`src/qmic_pkg.sv`:
```
// Shared constants, types and codes for the Morton index codec.
`timescale 1ns / 1ps
package qmic_pkg;

  localparam int COORD_BITS    = 30;
  localparam int INDEX_BITS    = 60;
  localparam int LEVEL_W       = 5;
  localparam int ERR_W         = 3;
  localparam int NUM_AXES      = 3;
  localparam int DIMENSION_DEF = 2;
  localparam int LEVEL_CAP_DEF = 30;

  typedef logic [COORD_BITS-1:0] coord_t;
  typedef logic [INDEX_BITS-1:0] idx_t;
  typedef logic [LEVEL_W-1:0]    level_t;

  typedef enum logic [ERR_W-1:0] {
    ERR_OK    = 3'd0,
    ERR_LEVEL = 3'd1,
    ERR_ALIGN = 3'd2,
    ERR_ROOT  = 3'd3,
    ERR_INDEX = 3'd4
  } err_t;

  // Request as unpacked from the input word.
  typedef struct packed {
    logic                  req;
    level_t                tlev;
    level_t                clev;
    coord_t [NUM_AXES-1:0] coord;
    idx_t                  idx;
  } req_t;

  // After the checking stage.
  typedef struct packed {
    logic                  req;
    level_t                tlev;
    coord_t [NUM_AXES-1:0] coord;
    idx_t                  idx;
    err_t                  err;
  } chk_t;

  // After the alignment stage: per-axis level bits, right aligned.
  typedef struct packed {
    logic                  req;
    level_t                tlev;
    coord_t [NUM_AXES-1:0] bits;
    err_t                  err;
  } aln_t;

  // Result item.
  typedef struct packed {
    idx_t                  index;
    coord_t [NUM_AXES-1:0] coord;
    level_t                level;
    err_t                  err;
  } res_t;

endpackage

```
`src/qmic_check.sv`:
```
// First stage: validates levels, alignment and the index bound.
`timescale 1ns / 1ps
module qmic_check #(
  parameter int DIMENSION = qmic_pkg::DIMENSION_DEF,
  parameter int LEVEL_CAP = qmic_pkg::LEVEL_CAP_DEF
) (
  input  logic            clk,
  input  logic            rst,
  input  logic            in_valid,
  output logic            in_ready,
  input  qmic_pkg::req_t  in_data,
  output logic            out_valid,
  input  logic            out_ready,
  output qmic_pkg::chk_t  out_data
);
  import qmic_pkg::*;

  localparam coord_t COORD_ONES = '1;

  chk_t       chk_next;
  coord_t     low;
  logic       misal;
  logic [6:0] nbits;
  logic       tlev_ok;

  always_comb begin
    low   = COORD_ONES >> in_data.clev;
    misal = 1'b0;
    for (int d = 0; d < NUM_AXES; d++) begin
      if (d < DIMENSION) begin
        chk_next.coord[d] = in_data.coord[d];
        misal = misal | (|(in_data.coord[d] & low));
      end else begin
        chk_next.coord[d] = '0;
      end
    end
    nbits   = 7'(DIMENSION) * {2'b00, in_data.tlev};
    tlev_ok = (in_data.tlev <= LEVEL_W'(LEVEL_CAP)) && (nbits <= 7'(INDEX_BITS));
    chk_next.req  = in_data.req;
    chk_next.tlev = in_data.tlev;
    chk_next.idx  = in_data.idx;
    priority if (!in_data.req) begin
      priority if (in_data.clev > LEVEL_W'(LEVEL_CAP)) chk_next.err = ERR_LEVEL;
      else if (misal)                                 chk_next.err = ERR_ALIGN;
      else if (!tlev_ok)                              chk_next.err = ERR_LEVEL;
      else                                            chk_next.err = ERR_OK;
    end else begin
      priority if (!tlev_ok)                          chk_next.err = ERR_LEVEL;
      else if ((in_data.idx >> nbits) != '0)          chk_next.err = ERR_INDEX;
      else                                            chk_next.err = ERR_OK;
    end
  end

  assign in_ready = !out_valid || out_ready;

  always_ff @(posedge clk) begin
    if (rst) begin
      out_valid <= 1'b0;
    end else if (in_ready) begin
      out_valid <= in_valid;
    end
  end

  always_ff @(posedge clk) begin
    if (in_ready && in_valid) begin
      out_data <= chk_next;
    end
  end

  // Coordinates always fit the root, so that code never appears.
  a_no_root: assert property (@(posedge clk) disable iff (rst)
    out_valid |-> out_data.err != ERR_ROOT)
    else $error("outside-root code produced");

  // The index bound only applies to decode requests.
  a_index_decode: assert property (@(posedge clk) disable iff (rst)
    out_valid && out_data.err == ERR_INDEX |-> out_data.req)
    else $error("index error on an encode request");

endmodule

```
`src/qmic_align.sv`:
```
// Second stage: extracts the level bits of each axis, right aligned.
`timescale 1ns / 1ps
module qmic_align #(
  parameter int DIMENSION = qmic_pkg::DIMENSION_DEF
) (
  input  logic            clk,
  input  logic            rst,
  input  logic            in_valid,
  output logic            in_ready,
  input  qmic_pkg::chk_t  in_data,
  output logic            out_valid,
  input  logic            out_ready,
  output qmic_pkg::aln_t  out_data
);
  import qmic_pkg::*;

  aln_t   aln_next;
  level_t shift;
  int     p;

  always_comb begin
    p     = 0;
    shift = LEVEL_W'(COORD_BITS) - in_data.tlev;
    for (int d = 0; d < NUM_AXES; d++) begin
      aln_next.bits[d] = '0;
    end
    if (!in_data.req) begin
      for (int d = 0; d < NUM_AXES; d++) begin
        aln_next.bits[d] = in_data.coord[d] >> shift;
      end
    end else begin
      // Bits above the level are zero once the bound check passed.
      for (int i = 0; i < COORD_BITS; i++) begin
        for (int d = 0; d < DIMENSION; d++) begin
          p = DIMENSION * i + d;
          if (p < INDEX_BITS) begin
            aln_next.bits[d][i] = in_data.idx[p[5:0]];
          end
        end
      end
    end
    aln_next.req  = in_data.req;
    aln_next.tlev = in_data.tlev;
    aln_next.err  = in_data.err;
  end

  assign in_ready = !out_valid || out_ready;

  always_ff @(posedge clk) begin
    if (rst) begin
      out_valid <= 1'b0;
    end else if (in_ready) begin
      out_valid <= in_valid;
    end
  end

  always_ff @(posedge clk) begin
    if (in_ready && in_valid) begin
      out_data <= aln_next;
    end
  end

endmodule

```
`src/qmic_pack.sv`:
```
// Third stage: interleaves or realigns, forms the result register.
`timescale 1ns / 1ps
module qmic_pack #(
  parameter int DIMENSION = qmic_pkg::DIMENSION_DEF
) (
  input  logic            clk,
  input  logic            rst,
  input  logic            in_valid,
  output logic            in_ready,
  input  qmic_pkg::aln_t  in_data,
  output logic            out_valid,
  input  logic            out_ready,
  output qmic_pkg::res_t  out_data
);
  import qmic_pkg::*;

  res_t   res_next;
  level_t shift;
  int     p;

  always_comb begin
    p              = 0;
    shift          = LEVEL_W'(COORD_BITS) - in_data.tlev;
    res_next.index = '0;
    res_next.level = '0;
    res_next.err   = in_data.err;
    for (int d = 0; d < NUM_AXES; d++) begin
      res_next.coord[d] = '0;
    end
    if (in_data.err == ERR_OK) begin
      if (!in_data.req) begin
        for (int i = 0; i < COORD_BITS; i++) begin
          for (int d = 0; d < DIMENSION; d++) begin
            p = DIMENSION * i + d;
            if (p < INDEX_BITS) begin
              res_next.index[p[5:0]] = in_data.bits[d][i];
            end
          end
        end
      end else begin
        for (int d = 0; d < NUM_AXES; d++) begin
          res_next.coord[d] = in_data.bits[d] << shift;
        end
        res_next.level = in_data.tlev;
      end
    end
  end

  assign in_ready = !out_valid || out_ready;

  always_ff @(posedge clk) begin
    if (rst) begin
      out_valid <= 1'b0;
    end else if (in_ready) begin
      out_valid <= in_valid;
    end
  end

  always_ff @(posedge clk) begin
    if (in_ready && in_valid) begin
      out_data <= res_next;
    end
  end

  // An error result carries nothing but its code.
  a_err_clean: assert property (@(posedge clk) disable iff (rst)
    out_valid && out_data.err != ERR_OK |->
      out_data.index == '0 && out_data.coord == '0 && out_data.level == '0)
    else $error("error result with payload");

  // Encode and decode results never mix.
  a_enc_dec: assert property (@(posedge clk) disable iff (rst)
    out_valid && out_data.index != '0 |->
      out_data.coord == '0 && out_data.level == '0)
    else $error("index and coordinates both set");

endmodule

```
`src/quadtree_morton_index_codec.sv`:
```
// Top level of the quadtree Morton index encoder and decoder.
`timescale 1ns / 1ps
// Each accepted input word passes through three registered stages: check, align, pack.
// Throughput: one word per cycle unless the output stalls; each stage has its own valid bit and
// register, so an empty stage still takes a word while the output waits.
// Once all three stages hold words, a stall at the output holds them all;
// nothing is lost or repeated. Reset (synchronous, active high) clears the valid bits only.
module quadtree_morton_index_codec #(
  parameter int DIMENSION = qmic_pkg::DIMENSION_DEF,
  parameter int LEVEL_CAP = qmic_pkg::LEVEL_CAP_DEF
) (
  input  logic         clk,
  input  logic         rst,
  // Input words.
  input  logic         s_tvalid,
  output logic         s_tready,
  // target_level[4:0], cell_level[9:5], coord_x[39:10], coord_y[69:40],
  // coord_z[99:70], morton_index[159:100]
  input  logic [159:0] s_tdata,
  // req_type[0]: 0 encode, 1 decode
  input  logic         s_tuser,
  // Result words.
  output logic         m_tvalid,
  input  logic         m_tready,
  // index_out[59:0], out_x[89:60], out_y[119:90], out_z[149:120],
  // out_level[154:150], error_code[157:155], zero[159:158]
  output logic [159:0] m_tdata
);
  import qmic_pkg::*;

  req_t req;
  chk_t chk;
  aln_t aln;
  res_t res;
  logic chk_valid, chk_ready;
  logic aln_valid, aln_ready;

  // Unpack the input word into its fields.
  assign req.req      = s_tuser;
  assign req.tlev     = s_tdata[4:0];
  assign req.clev     = s_tdata[9:5];
  assign req.coord[0] = s_tdata[39:10];
  assign req.coord[1] = s_tdata[69:40];
  assign req.coord[2] = s_tdata[99:70];
  assign req.idx      = s_tdata[159:100];

  // Stage one checks the request and records the error code.
  qmic_check #(
    .DIMENSION (DIMENSION),
    .LEVEL_CAP (LEVEL_CAP)
  ) u_check (
    .clk       (clk),
    .rst       (rst),
    .in_valid  (s_tvalid),
    .in_ready  (s_tready),
    .in_data   (req),
    .out_valid (chk_valid),
    .out_ready (chk_ready),
    .out_data  (chk)
  );

  // Stage two brings each axis's level bits down to the low end.
  qmic_align #(
    .DIMENSION (DIMENSION)
  ) u_align (
    .clk       (clk),
    .rst       (rst),
    .in_valid  (chk_valid),
    .in_ready  (chk_ready),
    .in_data   (chk),
    .out_valid (aln_valid),
    .out_ready (aln_ready),
    .out_data  (aln)
  );

  // Stage three interleaves for encode, shifts back up for decode, and
  // holds the result word until it is taken.
  qmic_pack #(
    .DIMENSION (DIMENSION)
  ) u_pack (
    .clk       (clk),
    .rst       (rst),
    .in_valid  (aln_valid),
    .in_ready  (aln_ready),
    .in_data   (aln),
    .out_valid (m_tvalid),
    .out_ready (m_tready),
    .out_data  (res)
  );

  assign m_tdata = {2'b00, res.err, res.level, res.coord[2], res.coord[1],
                    res.coord[0], res.index};

  // The input can only be held off by back pressure at the output.
  a_stall_source: assert property (@(posedge clk) disable iff (rst)
    !s_tready |-> m_tvalid && !m_tready)
    else $error("input stalled without output back pressure");

endmodule

```
`config.mk`:
```
export PLATFORM = sky130hd
export DESIGN_NAME = quadtree_morton_index_codec
export DESIGN_NICKNAME = d
export VERILOG_FILES = /design/src/qmic_pkg.sv /design/src/qmic_check.sv /design/src/qmic_align.sv /design/src/qmic_pack.sv /design/src/quadtree_morton_index_codec.sv
export SDC_FILE = /design/constraint.sdc
export NUM_CORES = 1
export LEC_CHECK = 0
export ABC_AREA = 1
export CAP_MARGIN = 40
export CORE_UTILIZATION = 45
export DETAILED_ROUTE_END_ITERATION = 6
export DONT_BUFFER_PORTS = 1
export HOLD_SLACK_MARGIN = 0.12
export MAX_ROUTING_LAYER = met4
export RECOVER_POWER = 25
export SETUP_SLACK_MARGIN = 0.1
export SLEW_MARGIN = 15
export SYNTH_ARGS = -nofsm -noshare
export SYNTH_HDL_FRONTEND = slang
export SYNTH_HIERARCHICAL = 1
export SYNTH_SLANG_ARGS = --single-unit
export TNS_END_PERCENT = 50
```
`constraint.sdc`:
```
create_clock -name clk -period 12.1 [get_ports clk]
set_input_delay 3.63 -clock clk [delete_from_list [all_inputs] [get_ports clk]]
set_output_delay 3.63 -clock clk [all_outputs]
set_load 0.1 [all_outputs]
```
### Yosys cells after proc, flatten, opt, wreduce, memory -nomap -nowiden

Index checks and enable logic that the tools add are counted.
Widths: inputs -> output; s select.

* magnitude comparators: 3
* muxes and demuxes: 7
* bitwise logic cells: 4
* add/subtract/negate cells: 2
* shift operators: 8
* reductions and logical operators: 16

Operator list (count)
* $shl 30x5->30: 3
* $and 30x30->30: 2
* $mux 60: 1
* $reduce_bool 60->1: 1
* $reduce_or 30->1: 2
* $shr 30x5->30: 2
* $shr 60x6->60: 1
* $shr 1x5->30 const A: 1
* $shr 30x5->30 const A: 1
* $mux 3: 5
* $sub 5x5->5 const A: 2
* $le 6x6->1 const B: 1
* $gt 5x5->1 const B: 1
* $le 5x5->1 const B: 1
* $logic_and 1x1->1: 4
* $logic_not 1->1: 3
* $logic_not 3->1: 1
* $logic_or 1x1->1: 3
* $reduce_and 2->1: 1
* $reduce_or 2->1: 1
* $mux 1: 1
* $not 1->1: 1
* $or 1x1->1: 1

* word-level logic and storage cells: 61
* input bits: 165
* output and inout bits: 162
* register bits: 389

### Logic depth before layout (Yosys ltp)

Gate-level depths: netlist of the first run.

* depth in word-level cells: 7
* gate-level depth with buffers: 17
* depth with buffers taken out: 16

### Hierarchy

Netlist of the first run, hierarchy kept.

Modules (own cells, without submodules)
* qmic_pack: cells each 1296, seq. area each 4764.6 µm², instances 1, area an instance 9849.4 µm²
* qmic_align: cells each 1179, seq. area each 2992.9 µm², instances 1, area an instance 8104.0 µm²
* qmic_check: cells each 956, seq. area each 3893.7 µm², instances 1, area an instance 7576.0 µm²
* quadtree_morton_index_codec: cells each 3, seq. area each 0.0 µm², instances 1, area an instance 18.8 µm²

### Worst setup path before layout of the first run

OpenSTA, ideal clock, no wires.

* kind: input port to flip-flop
* start: in m_tready
* end: reg u_pack/out_data[0] (netlist name), enable pin
* library setup time: 0.727 ns
* data required time: 11.373 ns
* stages: 2
* slack: 0.150 ns
* path buffers: 0
* arrival: 11.223 ns
* cells stage by stage: inv_1 > a21oi_1

* cells in the longest elaborated chain, start to end: 2

Ends and longest elaborated chain
* start, declared: line quadtree_morton_index_codec.sv:24 `input logic m_tready,`
* $logic_or 1x1->1: line qmic_pack.sv:49 `assign in_ready = !out_valid || out_ready;`
* $logic_and 1x1->1: line qmic_pack.sv:60 `if (in_ready && in_valid) begin`
* end signal, assigned: line qmic_pack.sv:61 `out_data <= res_next;`
* end, declared: line qmic_pack.sv:13 `output qmic_pkg::res_t out_data`

Every way passes these cells.
A chain may end at the register's enable or synchronous reset.

### Worst setup path after layout of the first run

* start: reg u_align/out_data[93] (netlist name)
* end: reg u_pack/out_data[80] (netlist name) (data pin)

* cells in the longest elaborated chain, start to end: 2

Ends and longest elaborated chain
* start, declared: line qmic_align.sv:13 `output qmic_pkg::aln_t out_data`
* start signal, assigned: line qmic_align.sv:59 `out_data <= aln_next;`
* $sub 5x5->5: line qmic_pack.sv:23 `shift = LEVEL_W'(COORD_BITS) - in_data.tlev;`
* $shl 30x5->30: line qmic_pack.sv:42 `res_next.coord[d] = in_data.bits[d] << shift;`

Every way passes these cells.

==> results of run 1 <==
-- cells in the mapped netlist, drive strengths merged --
cell type | number | area [um2]
a211oi | 1 | 7.51
a21boi | 1 | 7.51
a21o | 1 | 7.51
a21oi | 29 | 145
a221oi | 1 | 8.76
a22o | 5 | 43.8
a22oi | 3 | 22.5
a311oi | 1 | 8.76
a31oi | 1 | 6.26
and2 | 14 | 87.6
and3 | 2 | 12.5
buf | 189 | 1120
clkbuf | 74 | 278
clkinv | 1 | 3.75
conb | 2 | 7.51
dfxtp | 3 | 60.1
edfxtp | 386 | 11600
ha | 2 | 25.0
inv | 159 | 599
nand2 | 1020 | 3840
nand3 | 1132 | 5680
nand3b | 1 | 7.51
nand4 | 14 | 87.6
nor2 | 219 | 858
nor3 | 18 | 90.1
nor4 | 1 | 6.26
o2111a | 1 | 11.3
o211ai | 23 | 173
o21ai | 90 | 454
o221ai | 2 | 17.5
o22ai | 2 | 12.5
o31ai | 5 | 37.5
or2 | 26 | 163
or4 | 1 | 7.51
xnor2 | 1 | 16.3
xor2 | 3 | 48.8
-- placed cells by master, fill, tap and decap left out, types with 23 or more instances in the layout --
master and n:
edfxtp_1 386, conb_1 32, clkbuf_16 52, nand3_1 1130
inv_1 148, nor2_1 214, buf_16 58, a21oi_1 26
o21ai_0 70, or2_2 23, o211ai_1 23, nand2_1 1017
buf_8 31
-- stage by stage --
stage | power [uW] | cells | area, um2 | util, % | worst slack, ps
CTS | 3840 | 4148 | 29100 | 52.3 | 3940
floorplan | 2250 | 3464 | 25700 | - | 150
global route | 3970 | 4158 | 29300 | 52.6 | 2420
finish | 3830 | 4158 | 29300 | 52.6 | 2890
detailed placement | 2450 | 4068 | 27600 | 49.6 | 3960
global placement | 2390 | 3977 | 25500 | 45.8 | 3730
-- per-layer routing --
layer	track usage, %	up-vias	wire (um)
met5	-	-	0
met2	49.3	1235	42200
met4	14.8	0	4330
li1	-	11632	-
met3	4.21	196	6620
met1	40.1	11482	36500
-- critical path: stages, from the launching register on --
cell,delay [ps]
edfxtp_1,320
clkbuf_1,1580
ha_2,450
clkbuf_1,1060
clkbuf_1,2220
clkinv_1,270
clkbuf_1,420
clkbuf_1,1410
nand3_1,660
nand3_1,190
nand3_1,160
nand2_1,80
nor2_1,130
-- logic make-up after synthesis --
family	count (synthesis)	synth area share, %
flops	389	45.6
fa+ha+maj	2	0.0979
buf+inv	423	7.83
simple gates	2448	42.4
xor+xnor	4	0.255
other cells	2	0.0294
compound gates	166	3.77
-- layout make-up --
cell class	instances	area [um2]	share of cell area, %
Multi-Input combinational cell	2652	12100	41.3
Timing Repair Buffer	129	2460	8.42
Clock inverter	28	348	1.19
Sequential cell	389	11700	39.8
Tap cell	748	936	3.20
Inverter	160	603	2.06
Clock buffer	52	1170	4.01
-- worst max path at each step --
stage	end	start	cells after the start	slack [ps]
after global placement	s_tready	m_tready	6	3730
after floorplan	u_pack/out_data[0]$_DFFE_PP_	m_tready	2	150
after CTS	s_tready	m_tready	7	3940
final	u_pack/out_data[80]$_SDFFCE_PP0P_	u_align/out_data[93]$_DFFE_PP_	12	2890
after global routing	u_pack/out_data[80]$_SDFFCE_PP0P_	u_align/out_data[93]$_DFFE_PP_	12	2420
after detailed placement	s_tready	m_tready	7	3960
-- where the power goes --
part | switching, uW | internal [uW] | leakage, uW | total [uW]
clock network | 543 | 846 | 0.000734 | 1390
logic | 552 | 235 | 0.00797 | 787
registers | 99.8 | 1550 | 0.00367 | 1650
-- registers in the layout, indices dropped and copies added (netlist names) --
signal / flops
u_align/out_valid: 1
u_pack/out_valid: 1
u_align/out_data: 99
u_pack/out_data: 158
u_check/out_data: 129
u_check/out_valid: 1
==> reports/metrics.yaml, run 1 <==
cells_and_area:
  final_layout_size_suffix_gt1_share_pct: 6.98
  area_growth_pct: 14.5
  num_antenna_cells: 0
  finalNetCount: 3543
  final.fill_count: 5327
setup_path:
  r2r_slack_ps: 2890
  worstPathMaxFanout: 74
  reg2reg_depth: 12
  arrival_ps: 9620
  startpoint_type: "flip-flop"
  r2r-end: "u_pack/out_data[80]$_SDFFCE_PP0P_"
  crit_type: "flip-flop to flip-flop"
  endpoint_kind: "flip-flop"
  crit_required_ps: 12510
  worst_r2r_startpoint: "u_align/out_data[93]$_DFFE_PP_"
route:
  vias: 24545
  drcViolationCount: 1
  drt-total-wl_mm: 89.7
  drt_iter0_drc: 2821
  first_pass_iters: 7
  drt-wirelength-per-cell_um: 21.6
  postRouteAntennaNets: 0
  vias_per_cell: 5.90
die:
  die_area_um2: 57700
  core.rowCount: 86
  fp.coreArea_um2: 55600
  die_x_um: 240
  dieHeight_um: 240
  io_pins: 327
  start_util_pct: 45.9
global_route:
  grt_max_degree: 109
  overflow: 0
  grt_pass1_wl_mm: 133
  grt_usage_pct: 31.4
  grt_pass1_vias: 22586
  antenna_found_initial: 0
run_status:
  outcome: "finished with violations"
  failed_checks: "DRC, capacitance limit, slew limit"
clock_tree:
  cts_buffers: 44
  htreeDepth: 2
  cts.sinks: 389
  clock_latency_ps: 590
  cts_tree: "yes"
  post_cts.repair.setup_buffers: 0
  clockBufferDepth: 3
  cts_hold_buf: 0
  path_clk_slew_ps: 60
  cts_root_buf: "clkbuf_16"
  cts_resized: 0
synth:
  synth_area_um2: 25500
  synth.avg_cell_area_um2: 7.44
  ys_seq_area_share_pct: 45.6
  syn_inst: 3434
  ys.warnings.count: 6
  yosysUniqueCellTypes: 52
  synth-seq-cells: 389
placement:
  numPortBuffers: 0
  dp_hpwl_mm: 65.9
  gp_congestion: 0.979
min_path:
  hold_path_class: "flip-flop to flip-flop"
  whs_endpoint: "u_align/out_data[1]$_DFFE_PP_"
  worstHoldStart: "u_check/out_data[1]$_SDFFCE_PP0P_"
  hold_depth: 0
timing:
  whs_ps: 428
  max_freq_ghz: 0.109
  hold_viol: 0
  finalSetupTns_ps: 0
  tightest_slew_ps: 3800
  finalCritPeriodShare_pct: 76.1
  relSlewSlack_pct: -154
  skew_ps: 33.4
  setup_violations: 0
  fin_crit_ps: 9210
  maxSlewViolCount: 553
  grt_setup_unrepaired: "false"
power:
  p_leak_uw: 0.0124
  vdd_drop_max_uv: 93.8
  p_per_area_nw_per_um2: 131
run:
  drv_cap: 9
Power figures use the tool's default switching activity.
==> run 2, diff against run 1 <==
Clock period 12.1 ns to 8.2 ns, I/O delays scaled along.
==> reports/metrics.yaml, run 2 (synthesized netlist as in run 1, its figures left out) <==
run_status:
  outcome: "finished with violations"
  failed_checks: "capacitance limit, slew limit"
global_route:
  grt_pass1_vias: 22817
  overflow: 0
  grt_pass1_wl_mm: 136
  grt_max_degree: 139
  antenna_found_initial: 2
  grt_usage_pct: 32.0
timing:
  setup_violations: 0
  whs_ps: 416
  max_freq_ghz: 0.154
  skew_ps: 35.9
  hold_viol: 0
  fin_crit_ps: 6470
  finalCritPeriodShare_pct: 78.9
  grt_setup_unrepaired: "false"
  maxSlewViolCount: 252
  relSlewSlack_pct: -102
  finalWorstSetupSlack_ps: 1730
  tightest_slew_ps: 3030
die:
  fp.coreArea_um2: 55600
  core.rowCount: 86
  io_pins: 327
  dieHeight_um: 240
  die_x_um: 240
  die_area_um2: 57700
  start_util_pct: 45.9
clock_tree:
  cts_resized: 0
  cts_root_buf: "clkbuf_16"
  clockBufferDepth: 3
  post_cts.repair.setup_buffers: 0
  clock_latency_ps: 590
  path_clk_slew_ps: 70
  htreeDepth: 2
  cts_hold_buf: 0
  cts_buffers: 43
  cts_tree: "yes"
  cts.sinks: 389
placement:
  dp_cells: 4067
  gp_congestion: 0.990
  numPortBuffers: 0
  pre_cts_slack_ps: 2440
  dp_hpwl_mm: 66.9
route:
  drt_iter0_drc: 3112
  vias: 24677
  drt-wirelength-per-cell_um: 22.0
  vias_per_cell: 5.94
  first_pass_iters: 7
  drt-total-wl_mm: 91.4
  drcViolationCount: 0
  postRouteAntennaNets: 0
setup_path:
  endpoint_kind: "flip-flop"
  worstPathMaxFanout: 58
  crit_type: "flip-flop to flip-flop"
  startpoint_type: "flip-flop"
  r2r_slack_ps: 1730
  crit_required_ps: 8590
  arrival_ps: 6860
cells_and_area:
  area_growth_pct: 14.8
  final_common_cell: "nand3_1"
  finalNetCount: 3540
  largest_registers: "u_pack/out_data: 158 flops, u_check/out_data: 129 flops, u_align/out_data: 99 flops"
  max_flop_register: "u_pack/out_data"
  largest_reg_flops: 158
  final.fill_count: 5291
  final_layout_size_suffix_gt1_share_pct: 6.99
  fin_cells: 4152
  mostFrequentLayoutCells: "1130 x nand3_1, 1016 x nand2_1, 386 x edfxtp_1"
power:
  p_leak_uw: 0.0124
  vdd_drop_max_uv: 153
  p_per_area_nw_per_um2: 189
min_path:
  hold_path_class: "flip-flop to flip-flop"
run:
  drv_cap: 5
run 2: area by class of cell:
| type | instances | area, um2 | area share (%) |
|---|---|---|---|
| Multi-Input combinational cell | 2652 | 12100 | 41.2 |
| Sequential cell | 389 | 11700 | 39.7 |
| Timing Repair Buffer | 127 | 2680 | 9.15 |
| Clock buffer | 53 | 1110 | 3.80 |
| Tap cell | 748 | 936 | 3.19 |
| Inverter | 160 | 603 | 2.06 |
| Clock inverter | 22 | 256 | 0.875 |
| Antenna cell | 1 | 2.50 | 0.00853 |
run 2: per-stage QoR:
stage          util [%]  cell area (um2)  power (uW)  setup TNS (ps)
6_report           52.7            29300        5530               0
5_1_grt            52.7            29300        5760               0
4_1_cts            52.3            29100        5530               0
3_5_place_dp       49.9            27700        3620               0
3_3_place_gp       45.9            25500        3530               0
2_1_floorplan         -            25700        3310         -180080
run 2: path summary, 6_finish.rpt:
path,startpoint,endpoint,cells past startpoint
max reg2reg,u_check/out_data[153]$_DFFE_PP_,u_align/out_data[57]$_DFFE_PP_,9
max,u_check/out_data[153]$_DFFE_PP_,u_align/out_data[57]$_DFFE_PP_,9
min,u_check/out_data[2]$_SDFFCE_PN0P_,u_align/out_data[2]$_DFFE_PP_,0
min reg2reg,u_check/out_data[2]$_SDFFCE_PN0P_,u_align/out_data[2]$_DFFE_PP_,0
run 2: worst max-delay path, cell delays in order, from the launching register on:
cell	delay, ps
edfxtp_1	320
clkbuf_1	1320
ha_1	500
nand2_1	140
o21ai_0	310
nand2_4	160
nor2_4	260
clkbuf_1	2160
inv_2	670
o31ai_1	430
run 2: per-layer routing:
layer,track usage (%),vias up,part of all wire [%]
met3,4.65,219,7.5
met5,-,-,0
met2,50.3,1300,47
li1,-,11628,-
met4,15.0,0,4.8
met1,40.7,11530,41
run 2: report_power, final:
group	internal, uW	total, uW	leakage (uW)	switching [uW]
logic	353	1180	0.00808	825
clock network	1120	1910	0.000664	788
registers	2290	2440	0.00367	147
total	3770	5530	0.0124	1760
